`src/rtl/dtoi_pkg.sv`:
```
`default_nettype none

package dtoi_pkg;

   // Default for the longest digit run that still counts as in range.
   localparam int unsigned MAX_DIGITS_DEF = 10;

   // Character codes the scanner looks for.
   localparam logic [7:0] CHAR_NUL   = 8'd0;
   localparam logic [7:0] CHAR_PLUS  = 8'd43;
   localparam logic [7:0] CHAR_MINUS = 8'd45;
   localparam logic [7:0] CHAR_ZERO  = 8'd48;
   localparam logic [7:0] CHAR_NINE  = 8'd57;

   // Largest magnitudes for a positive and a negative result.
   localparam logic [32:0] MAG_LIMIT_POS = 33'd2147483647;
   localparam logic [32:0] MAG_LIMIT_NEG = 33'd2147483648;

   // Scan phase of the current string.
   typedef enum logic [1:0] {
      PH_SPACE  = 2'd0,
      PH_SIGN   = 2'd1,
      PH_DIGITS = 2'd2,
      PH_IGNORE = 2'd3
   } phase_type;

   // Result status codes.
   typedef enum logic [1:0] {
      STAT_OK    = 2'd0,
      STAT_NONE  = 2'd1,
      STAT_RANGE = 2'd2
   } status_type;

   // One input item: a single byte of the string.
   typedef struct packed {
      logic [7:0] char_code;
   } req_type;

   // One result item.
   typedef struct packed {
      logic signed [31:0] value;
      status_type         status;
   } rsp_type;

   // Whitespace set: space, backspace, tab, newline, vertical tab, form feed, return.
   function automatic logic is_space(input logic [7:0] c);
      is_space = (c == 8'd32) || ((c >= 8'd8) && (c <= 8'd13));
   endfunction

   function automatic logic is_digit(input logic [7:0] c);
      is_digit = (c >= CHAR_ZERO) && (c <= CHAR_NINE);
   endfunction

endpackage

`default_nettype wire

```
`src/rtl/dtoi_if.sv`:
```
`default_nettype none

// Valid/ready channel carrying one item of data_type.
interface dtoi_if #(
   parameter type data_type = logic [7:0]
);
   logic     valid;
   logic     ready;
   data_type data;

   modport source (output valid, output data, input ready);
   modport sink   (input valid, input data, output ready);
endinterface

`default_nettype wire

```
`src/rtl/dtoi_in_reg.sv`:
```
`default_nettype none

module dtoi_in_reg (
   input  wire logic              clock,
   input  wire logic              reset,
   dtoi_if.sink                   req,
   input  wire logic              take,
   output logic                   char_valid_ff,
   output logic [7:0]             char_code_ff
);
   import dtoi_pkg::*;

   logic       char_valid_in;
   logic [7:0] char_code_in;

   // The register frees up whenever the scanner takes its item.
   assign req.ready = !char_valid_ff || take;

   always_comb begin
      char_valid_in = char_valid_ff;
      char_code_in  = char_code_ff;
      if (req.ready) begin
         char_valid_in = req.valid;
         char_code_in  = req.data.char_code;
      end
   end

   always_ff @(posedge clock) begin
      if (reset) begin
         char_valid_ff <= 1'b0;
      end else begin
         char_valid_ff <= char_valid_in;
      end
      char_code_ff <= char_code_in;
   end

endmodule

`default_nettype wire

```
`src/rtl/dtoi_scan.sv`:
```
`default_nettype none

module dtoi_scan #(
   parameter int unsigned MAX_DIGITS = dtoi_pkg::MAX_DIGITS_DEF
) (
   input  wire logic              clock,
   input  wire logic              reset,
   input  wire logic              char_valid,
   input  wire logic [7:0]        char_code,
   input  wire logic              out_free,
   output logic                   take,
   output logic                   res_load,
   output dtoi_pkg::rsp_type      res
);
   import dtoi_pkg::*;

   // Bits for MAX_DIGITS decimal digits (log2 of 10 is about 3.322).
   localparam int unsigned MagW = (MAX_DIGITS * 3322) / 1000 + 1;
   localparam int unsigned CmpW = (MagW > 33) ? MagW : 33;
   localparam int unsigned CntW = $clog2(MAX_DIGITS + 2);
   localparam logic [CntW-1:0] CntMax = CntW'(MAX_DIGITS);

   phase_type       phase_ff, phase_in;
   logic            negative_ff, negative_in;
   logic [MagW-1:0] magnitude_ff, magnitude_in;
   logic [CntW-1:0] digit_count_ff, digit_count_in;

   logic            is_nul;
   logic [CmpW-1:0] mag_ext;
   logic [CmpW-1:0] limit;
   logic [MagW-1:0] mag_times_ten;

   // A NUL needs room in the output register; other characters never wait.
   assign is_nul   = (char_code == CHAR_NUL);
   assign take     = char_valid && (!is_nul || out_free);
   assign res_load = take && is_nul;

   // Times ten as two shifts and an add, then the new digit.
   assign mag_times_ten = (magnitude_ff << 3) + (magnitude_ff << 1)
                        + MagW'(char_code[3:0]);

   // Result formed from the state that the string left behind.
   assign mag_ext = CmpW'(magnitude_ff);
   assign limit   = negative_ff ? CmpW'(MAG_LIMIT_NEG) : CmpW'(MAG_LIMIT_POS);

   always_comb begin
      res.value  = '0;
      res.status = STAT_OK;
      if (digit_count_ff == '0) begin
         res.status = STAT_NONE;
      end else if ((digit_count_ff > CntMax) || (mag_ext > limit)) begin
         res.status = STAT_RANGE;
      end else if (negative_ff) begin
         res.value = 32'd0 - mag_ext[31:0];
      end else begin
         res.value = mag_ext[31:0];
      end
   end

   // Phase and accumulator update for one character.
   always_comb begin
      phase_in       = phase_ff;
      negative_in    = negative_ff;
      magnitude_in   = magnitude_ff;
      digit_count_in = digit_count_ff;
      if (take) begin
         if (is_nul) begin
            phase_in       = PH_SPACE;
            negative_in    = 1'b0;
            magnitude_in   = '0;
            digit_count_in = '0;
         end else begin
            unique case (phase_ff)
               PH_SPACE, PH_SIGN, PH_DIGITS: begin
                  if (is_digit(char_code)) begin
                     phase_in = PH_DIGITS;
                     if (digit_count_ff <= CntMax) begin
                        digit_count_in = digit_count_ff + 1'b1;
                        if (digit_count_ff < CntMax) begin
                           magnitude_in = mag_times_ten;
                        end
                     end
                  end else if ((phase_ff == PH_SPACE) && is_space(char_code)) begin
                     phase_in = PH_SPACE;
                  end else if ((phase_ff == PH_SPACE) &&
                               ((char_code == CHAR_PLUS) || (char_code == CHAR_MINUS))) begin
                     phase_in    = PH_SIGN;
                     negative_in = (char_code == CHAR_MINUS);
                  end else begin
                     phase_in = PH_IGNORE;
                  end
               end
               PH_IGNORE: begin
                  phase_in = PH_IGNORE;
               end
               default: begin
                  phase_in = PH_IGNORE;
               end
            endcase
         end
      end
   end

   always_ff @(posedge clock) begin
      if (reset) begin
         phase_ff       <= PH_SPACE;
         negative_ff    <= 1'b0;
         magnitude_ff   <= '0;
         digit_count_ff <= '0;
      end else begin
         phase_ff       <= phase_in;
         negative_ff    <= negative_in;
         magnitude_ff   <= magnitude_in;
         digit_count_ff <= digit_count_in;
      end
   end

endmodule

`default_nettype wire

```
`src/rtl/dtoi_out_reg.sv`:
```
`default_nettype none

module dtoi_out_reg (
   input  wire logic              clock,
   input  wire logic              reset,
   input  wire logic              load,
   input  wire dtoi_pkg::rsp_type res,
   output logic                   out_free,
   dtoi_if.source                 rsp
);
   import dtoi_pkg::*;

   logic    valid_ff, valid_in;
   rsp_type data_ff, data_in;

   // The register can take a new item when empty or being emptied now.
   assign out_free = !valid_ff || rsp.ready;

   always_comb begin
      valid_in = valid_ff && !rsp.ready;
      data_in  = data_ff;
      if (load) begin
         valid_in = 1'b1;
         data_in  = res;
      end
   end

   always_ff @(posedge clock) begin
      if (reset) begin
         valid_ff <= 1'b0;
      end else begin
         valid_ff <= valid_in;
      end
      data_ff <= data_in;
   end

   assign rsp.valid = valid_ff;
   assign rsp.data  = data_ff;

endmodule

`default_nettype wire

```
`src/rtl/decimal_text_to_int32_parser.sv`:
```
// A NUL passes the input register; its result is then registered in the result register and offered from there.
// Throughput: one character per cycle while no NUL waits for the result register.
// A NUL waits in the input register only while the result register is full.
// Reset (synchronous, active high) empties both registers and restarts the scan.
`default_nettype none

module decimal_text_to_int32_parser #(
   parameter int unsigned MAX_DIGITS = dtoi_pkg::MAX_DIGITS_DEF
) (
   input  wire logic clock,
   input  wire logic reset,
   dtoi_if.sink      req_if,
   dtoi_if.source    rsp_if
);
   import dtoi_pkg::*;

   logic       char_valid_ff;
   logic [7:0] char_code_ff;
   logic       take;
   logic       res_load;
   logic       out_free;
   rsp_type    res;

   // Input register.
   dtoi_in_reg u_in_reg (
      .clock         (clock),
      .reset         (reset),
      .req           (req_if),
      .take          (take),
      .char_valid_ff (char_valid_ff),
      .char_code_ff  (char_code_ff)
   );

   // Character scanner and result forming.
   dtoi_scan #(
      .MAX_DIGITS (MAX_DIGITS)
   ) u_scan (
      .clock      (clock),
      .reset      (reset),
      .char_valid (char_valid_ff),
      .char_code  (char_code_ff),
      .out_free   (out_free),
      .take       (take),
      .res_load   (res_load),
      .res        (res)
   );

   // Result register.
   dtoi_out_reg u_out_reg (
      .clock    (clock),
      .reset    (reset),
      .load     (res_load),
      .res      (res),
      .out_free (out_free),
      .rsp      (rsp_if)
   );

   // Results are made only from a NUL.
   assert property (@(posedge clock) disable iff (reset)
      res_load |-> (char_valid_ff && (char_code_ff == CHAR_NUL)))
      else $error("result loaded from a character that is not NUL");

   // A loaded result is offered in the next cycle.
   assert property (@(posedge clock) disable iff (reset)
      res_load |=> rsp_if.valid)
      else $error("loaded result not offered");

   // An accepted item never overwrites one the scanner has not taken.
   assert property (@(posedge clock) disable iff (reset)
      (req_if.valid && req_if.ready) |-> (!char_valid_ff || take))
      else $error("input register overwritten");

   // Failed parses carry a zero value.
   assert property (@(posedge clock) disable iff (reset)
      (rsp_if.valid && (rsp_if.data.status != STAT_OK)) |-> (rsp_if.data.value == 32'sd0))
      else $error("nonzero value with failure status");

endmodule

`default_nettype wire

```
`src/flat_wrapper.sv`:
```
// flat-port wrapper written by rule: the top's interface ports become plain ports
module decimal_text_to_int32_parser_flat import dtoi_pkg::*;
#(
   parameter int unsigned MAX_DIGITS = dtoi_pkg::MAX_DIGITS_DEF
)
  (clock, reset, req_if_valid, req_if_data, req_if_ready, rsp_if_valid, rsp_if_data, rsp_if_ready);
  dtoi_if #(.data_type(req_type)) req_if_i ();
  dtoi_if #(.data_type(rsp_type)) rsp_if_i ();
  input  wire logic clock;
  input  wire logic reset;
  input wire logic [$bits(req_if_i.valid)-1:0] req_if_valid;
  input wire logic [$bits(req_if_i.data)-1:0] req_if_data;
  output wire logic [$bits(req_if_i.ready)-1:0] req_if_ready;
  output wire logic [$bits(rsp_if_i.valid)-1:0] rsp_if_valid;
  output wire logic [$bits(rsp_if_i.data)-1:0] rsp_if_data;
  input wire logic [$bits(rsp_if_i.ready)-1:0] rsp_if_ready;
  assign req_if_i.valid = req_if_valid;
  assign req_if_i.data = req_if_data;
  assign req_if_ready = req_if_i.ready;
  assign rsp_if_valid = rsp_if_i.valid;
  assign rsp_if_data = rsp_if_i.data;
  assign rsp_if_i.ready = rsp_if_ready;
  decimal_text_to_int32_parser #(.MAX_DIGITS(MAX_DIGITS)) u_core (.clock(clock), .reset(reset), .req_if(req_if_i), .rsp_if(rsp_if_i));
endmodule
```
`config.mk`:
```
export PLATFORM = sky130hd
export DESIGN_NAME = decimal_text_to_int32_parser_flat
export DESIGN_NICKNAME = d
export VERILOG_FILES = /design/src/rtl/dtoi_pkg.sv /design/src/rtl/dtoi_if.sv /design/src/rtl/dtoi_in_reg.sv /design/src/rtl/dtoi_scan.sv /design/src/rtl/dtoi_out_reg.sv /design/src/rtl/decimal_text_to_int32_parser.sv /design/src/flat_wrapper.sv
export SDC_FILE = /design/constraint.sdc
export NUM_CORES = 1
export LEC_CHECK = 0
export ABC_AREA = 0
export BUFFER_PORTS_ARGS = -buffer_cell sky130_fd_sc_hd__buf_2
export CORE_MARGIN = 2
export CORE_UTILIZATION = 29
export DETAILED_ROUTE_END_ITERATION = 10
export PLACE_DENSITY = 0.43
export SKIP_LAST_GASP = 1
export SYNTH_ARGS = -nofsm -noshare
export SYNTH_HDL_FRONTEND = slang
export SYNTH_SLANG_ARGS = --single-unit
```
`constraint.sdc`:
```
create_clock -name clock -period 6.2 [get_ports clock]
set_input_delay 1.24 -clock clock [delete_from_list [all_inputs] [get_ports clock]]
set_output_delay 1.24 -clock clock [all_outputs]
set_load 0.005 [all_outputs]
```
==> Word level (Yosys, flattened, before mapping) <==
Cells that the tools add are included.
{ "totals": {"register_bits": 85, "in_bits": 12, "out_inout_bits": 36, "wordCells": 82} }
{ "classes": {"add_sub_neg": 4, "order_cmp": 8, "n_eq_ne": 8, "mux": 23, "reduce_logical": 30} }
{ "ops": {"columns": ["cell", "n"], "rows": [
  ["34-bit 2-to-1 mux", 5],
  ["32-bit 2-to-1 mux", 2],
  ["34-bit adder", 1],
  ["34-bit by 4-bit adder with 34-bit output", 1],
  ["34-bit by 32-bit > comparator with 1-bit output", 1],
  ["1-bit by 32-bit subtractor with 32-bit output, first input constant", 1],
  ["8-bit by 6-bit == test with 1-bit output, second input constant", 3],
  ["4-bit 2-to-1 mux", 4],
  ["2-bit 2-to-1 mux", 5],
  ["5-bit AND reduction", 2],
  ["2-bit nonzero test", 5],
  ["8-bit by 4-bit >= comparator with 1-bit output, second input constant", 1],
  ["8-bit by 6-bit >= comparator with 1-bit output, second input constant", 1],
  ["8-bit by 4-bit less-or-equal comparator with 1-bit output, second input constant", 1],
  ["8-bit by 6-bit less-or-equal comparator with 1-bit output, second input constant", 1],
  ["8-bit logical NOT", 1],
  ["1-bit logical AND", 7],
  ["1-bit logical OR", 6],
  ["1-bit 2-to-1 mux", 6],
  ["4-bit by 1-bit adder with 4-bit output, second input constant", 1],
  ["2-bit == test, second input constant", 2],
  ["4-bit > comparator, second input constant", 1],
  ["4-bit less-or-equal comparator, second input constant", 1],
  ["1-bit logical NOT", 4],
  ["9 further kinds", 10]
]} }

==> Longest topological paths before layout <==
{ "depth": {"ltp_word": 8, "depth_mapped": 13, "ltp_nobuf": 12} }

==> By module <==
Synthesis repeated with hierarchy kept, for this count alone.
{ "hier_totals": {"hier_cells": 712, "hier_area_um2": 6648.9} }
{ "modules_own_cells": {"columns": ["mod", "instances", "cells_per_inst", "area_per_inst_um2", "seq_area_each_um2"], "rows": [
  ["dtoi_scan", 1, 662, 5295.1, 820.8],
  ["dtoi_out_reg", 1, 38, 1067.3, 1041.0],
  ["dtoi_in_reg", 1, 12, 286.5, 260.2]
]} }

==> Least setup slack after synthesis <==
OpenSTA, ideal clock, no wires.
{ "synth_path": {"path_type": "in2reg", "startpoint": "input rsp_if_ready", "endpoint": "register u_core.u_scan.digit_count_ff[3]", "setup_time_ps": 117, "arrival_ps": 3540, "required_time_ps": 6083, "setup_slack_ps": 2543, "path_stages": 6, "n_path_buf": 1, "path_cell_list": "nand2b_1 -> o21ai_0 -> clkbuf_1 -> nor2_1 -> or2_2 -> nor2_1"} }
{ "synth_between": {"elab_chain_cells": 4} }
{ "synth_rtl": {"columns": ["item", "line", "rtl"], "rows": [
  ["start: declaration", "flat_wrapper.sv:16", "input wire logic [$bits(rsp_if_i.ready)-1:0] rsp_if_ready;"],
  ["1-bit logical OR", "dtoi_out_reg.sv:17", "assign out_free = !valid_ff || rsp.ready;"],
  ["1-bit logical OR", "dtoi_scan.sv:35", "assign take = char_valid && (!is_nul || out_free);"],
  ["1-bit logical AND", "dtoi_scan.sv:35", null],
  ["4-bit AND reduction (no line)", null, null],
  ["end signal: assignment", "dtoi_scan.sv:114", "digit_count_ff <= digit_count_in;"],
  ["end: declaration", "dtoi_scan.sv:26", "logic [CntW-1:0] digit_count_ff, digit_count_in;"]
]} }
No other way between the ends.
A chain may end at the register's enable or synchronous reset.

==> Final worst setup path <==
{ "layout_path": {"startpoint": "register u_core.u_scan.negative_ff", "endpoint": "register u_core.u_out_reg.data_ff, in the netlist u_core.u_out_reg.rsp.data[33] (data pin)"} }
{ "layout_between": {"elab_chain_cells": 4, "elab_cells_between_ends": 5, "cone_classes": "order compare: 1; mux: 2; reduce/logical: 2"} }
{ "layout_rtl": {"columns": ["item", "line", "rtl"], "rows": [
  ["start: declaration", "dtoi_scan.sv:24", "logic negative_ff, negative_in;"],
  ["start signal: assignment", "dtoi_scan.sv:112", "negative_ff <= negative_in;"],
  ["32-bit 2-to-1 mux", "dtoi_scan.sv:44", "assign limit = negative_ff ? CmpW'(MAG_LIMIT_NEG) : CmpW'(MAG_LIMIT_POS);"],
  ["34-bit by 32-bit > comparator with 1-bit output", "dtoi_scan.sv:51", "end else if ((digit_count_ff > CntMax) || (mag_ext > limit)) begin"],
  ["1-bit logical OR", "dtoi_scan.sv:51", null],
  ["2-bit OR reduction (no line)", null, null],
  ["end signal: assignment", "dtoi_out_reg.sv:34", "data_ff <= data_in;"],
  ["end: declaration", "dtoi_out_reg.sv:14", "rsp_type data_ff, data_in;"]
]} }
Parallel ways exist; a longest one is shown, timed or not.

==> reports/summary.txt <==
Status - finished, final reports clean
H-tree depth - 3
TritonCTS clock tree - yes
GPL Wtd Cong - 0.8170
Total grt overflow - 0
Final hold slack - 475.7 ps
Clk sink count - 85
TNS Setup - 0 ps
Top-count cell post-synth - ha_1
VDD IR max - 0.00009118 V
Vias per Instance - 5.220
Max transition margin - 19.86%
FF/Latch Area - 2123 um^2
Root Buffer - clkbuf_16
Layout cells sized above 1 - 10.70%
Synth warn - 0
Synth Area in Adders - 19.61%
Distinct cell type count of the synthesized netlist - 56
Crit share post-route - 62.93%
Initial core utilization - 29.58%
Syn Nets - 815
Syn-to-layout area delta - 12.98%
PwrDens - 158.3 nW/um^2
Total power draw - 1.155 mW
Complex-gate fraction of the synthesized area - 19.26%
Longest Clk Path Bufs - 2
Fmax - 256.3 MHz
Total CTS buffers - 9
Total number of vias - 5366
Post-CTS repair timing setup buffer count - 0
Resize count post-CTS - 0
PortBufs - 47
CP max FO - 60
I/O Pins - 48
Post-synth top flop - dfxtp_1
Crit path time final - 3902 ps
Unrepaired setup endpoints after global routing - no
Layout Skew - 12.48 ps
Synth Area in XOR/XNOR - 7.868%
First-pass GRT wire length - 27.56 mm
LEAKAGE - 3.240 nW
Ant. Diodes - 0
Mapped Avg Cell Area - 9.184 um^2
Critical Path RT - 6250 ps
Top cells by area, synth - edfxtp_1, ha_1, dfxtp_1, xor2_1, a21oi_1
WS Path Type - reg2reg
DRT iter0 DRCs - 209
Drt total wl - 16.43 mm
Vias in the first global route - 5407
Simple-gate share of the synthesized area - 17.09%
Critical Path Start Type - flip-flop
Largest net degree at the start of global routing - 61
Multi-input logic area - 4174 um^2
Post-synth top area cell - edfxtp_1
Total Routing Usage GR - 14.34%
Seq/Total Area, Yosys - 32.87%
1st-pass router iterations - 5
Commonest cells post-synth - ha_1, nand2_1, a21oi_1, dfxtp_1, o21ai_0
Synth async-reset ratio - 0%
FP Rows - 54
Initial antenna violation count - 0
Post-detail-place hpwl - 12.88 mm
Die Ht - 153.2 um
Clock network latency to the later pin of the worst-skew pair - 350 ps
Width of the die - 153.2 um
Die area - 23470 um^2
Fin nets - 855
Yosys reg bits - 85
Slew @ Worst Pin - 1202 ps
Cells after synthesis - 703
CP arrival - 3950 ps
MaxCap Viol Count - 0
Post-synth EDFFs - 42
Multiplexer area fraction after synthesis - 0.6202%
Final instance area - 7295 um^2
R2r setup slk - 2300 ps
FILL cells - 2243
CTS clock-pin slew for the worst setup and hold paths - 80 ps
Placed Area - 7007 um^2
Antenna-violating nets left - 0
Core ar. - 21820 um^2
Drt wl/cell - 15.98 um
Combinational family with the most area after synthesis - adder cells
Synthesized cell area - 6456 um^2
CP endpoint kind - flip-flop
Hold buffer count at CTS - 0
Final setup viols - 0
Worst min-delay path class - reg2reg
Max Slew Vio Count - 0
Top-area cell type share of the netlist area - 19.53%
# DRC - 0
Final hold vios - 0
-- critical path, cell delays in order (launching register included) --
cell	delay [ps]
dfxtp_2	310
buf_4	490
inv_1	260
ha_1	370
nand4_1	80
or4_1	490
nand3b_1	180
nand2b_1	150
o2111ai_1	110
o31a_1	970
nor3_1	130
-- where the power goes --
| part | internal, mW | total, mW | switching [mW] |
|---|---|---|---|
| clock | 0.283 | 0.535 | 0.253 |
| sequential | 0.589 | 0.593 | 0.00474 |
| combinational | 0.00960 | 0.0262 | 0.0166 |
-- metal layers --
layer | share of wire, % | routed length (um) | GRT usage [%] | vias up
met5 | 0 | 0 | 0 | -
met4 | 1.7 | 285 | 3.968 | 0
met3 | 3.8 | 622 | 2.467 | 22
met2 | 45 | 7364 | 23.13 | 101
met1 | 50 | 8160 | 19.77 | 2504
li1 | - | - | - | 2739
-- state kept, by name (all words and copies together) (netlist names) --
name and count:
u_core.u_in_reg.char_valid_ff 1, u_core.u_scan.digit_count_ff 4, u_core.u_out_reg.rsp.data 34, u_core.u_scan.mag_ext 34, u_core.u_scan.negative_ff 1, u_core.u_in_reg.char_code_ff 8, u_core.u_out_reg.rsp.valid 1, u_core.u_scan.phase_ff 2
-- stage by stage --
step	setup slack [ps]	cells	utilization, %
global route	1984	1028	33.43
CTS	2254	1028	33.43
detailed placement	2271	1012	32.11
finish	2298	1028	33.43
floorplan	2543	703	-
global placement	2418	1012	32.11
-- cells by family after synthesis --
| family | Yosys count |
|---|---|
| muxes | 4 |
| xor gates and xnor gates | 58 |
| and+or+nand+nor | 219 |
| DFF | 85 |
| AOI/OAI and AO/OA | 191 |
| buffers and inverters | 46 |
| adders and majority gates | 100 |
-- layout make-up --
class	instances	share of cell area (%)
clock inverters	7	0.8576
inverters	23	1.184
well taps	280	4.803
multi-input cells	572	57.22
clock buffers	9	3.087
flip-flops and latches	85	29.11
repair buffers	52	3.739
-- path summary, 6_finish.rpt --
check,startpoint,to,cells past startpoint
max reg2reg,u_core.u_scan.negative_ff,u_core.u_out_reg.rsp.data[33],10
max,u_core.u_scan.negative_ff,u_core.u_out_reg.rsp.data[33],10
min reg2reg,u_core.u_scan.mag_ext[33],u_core.u_scan.mag_ext[33],2
min,u_core.u_scan.mag_ext[33],u_core.u_scan.mag_ext[33],2
-- cells in the final DEF (no fill, tap or decap), types with 7 or more instances in the layout --
cell type,n
ha_1,98
nand2_1,55
a21oi_1,53
buf_2,47
o21ai_0,43
edfxtp_1,42
dfxtp_1,42
nor3_1,38
nor2_1,38
xor2_1,38
a21o_1,28
inv_1,23
xnor2_1,20
nand3_1,17
nand4_1,12
o31ai_1,12
or4_1,10
a22oi_1,9
clkbuf_16,9
nor2b_1,7
Power figures use the tool's default switching activity.
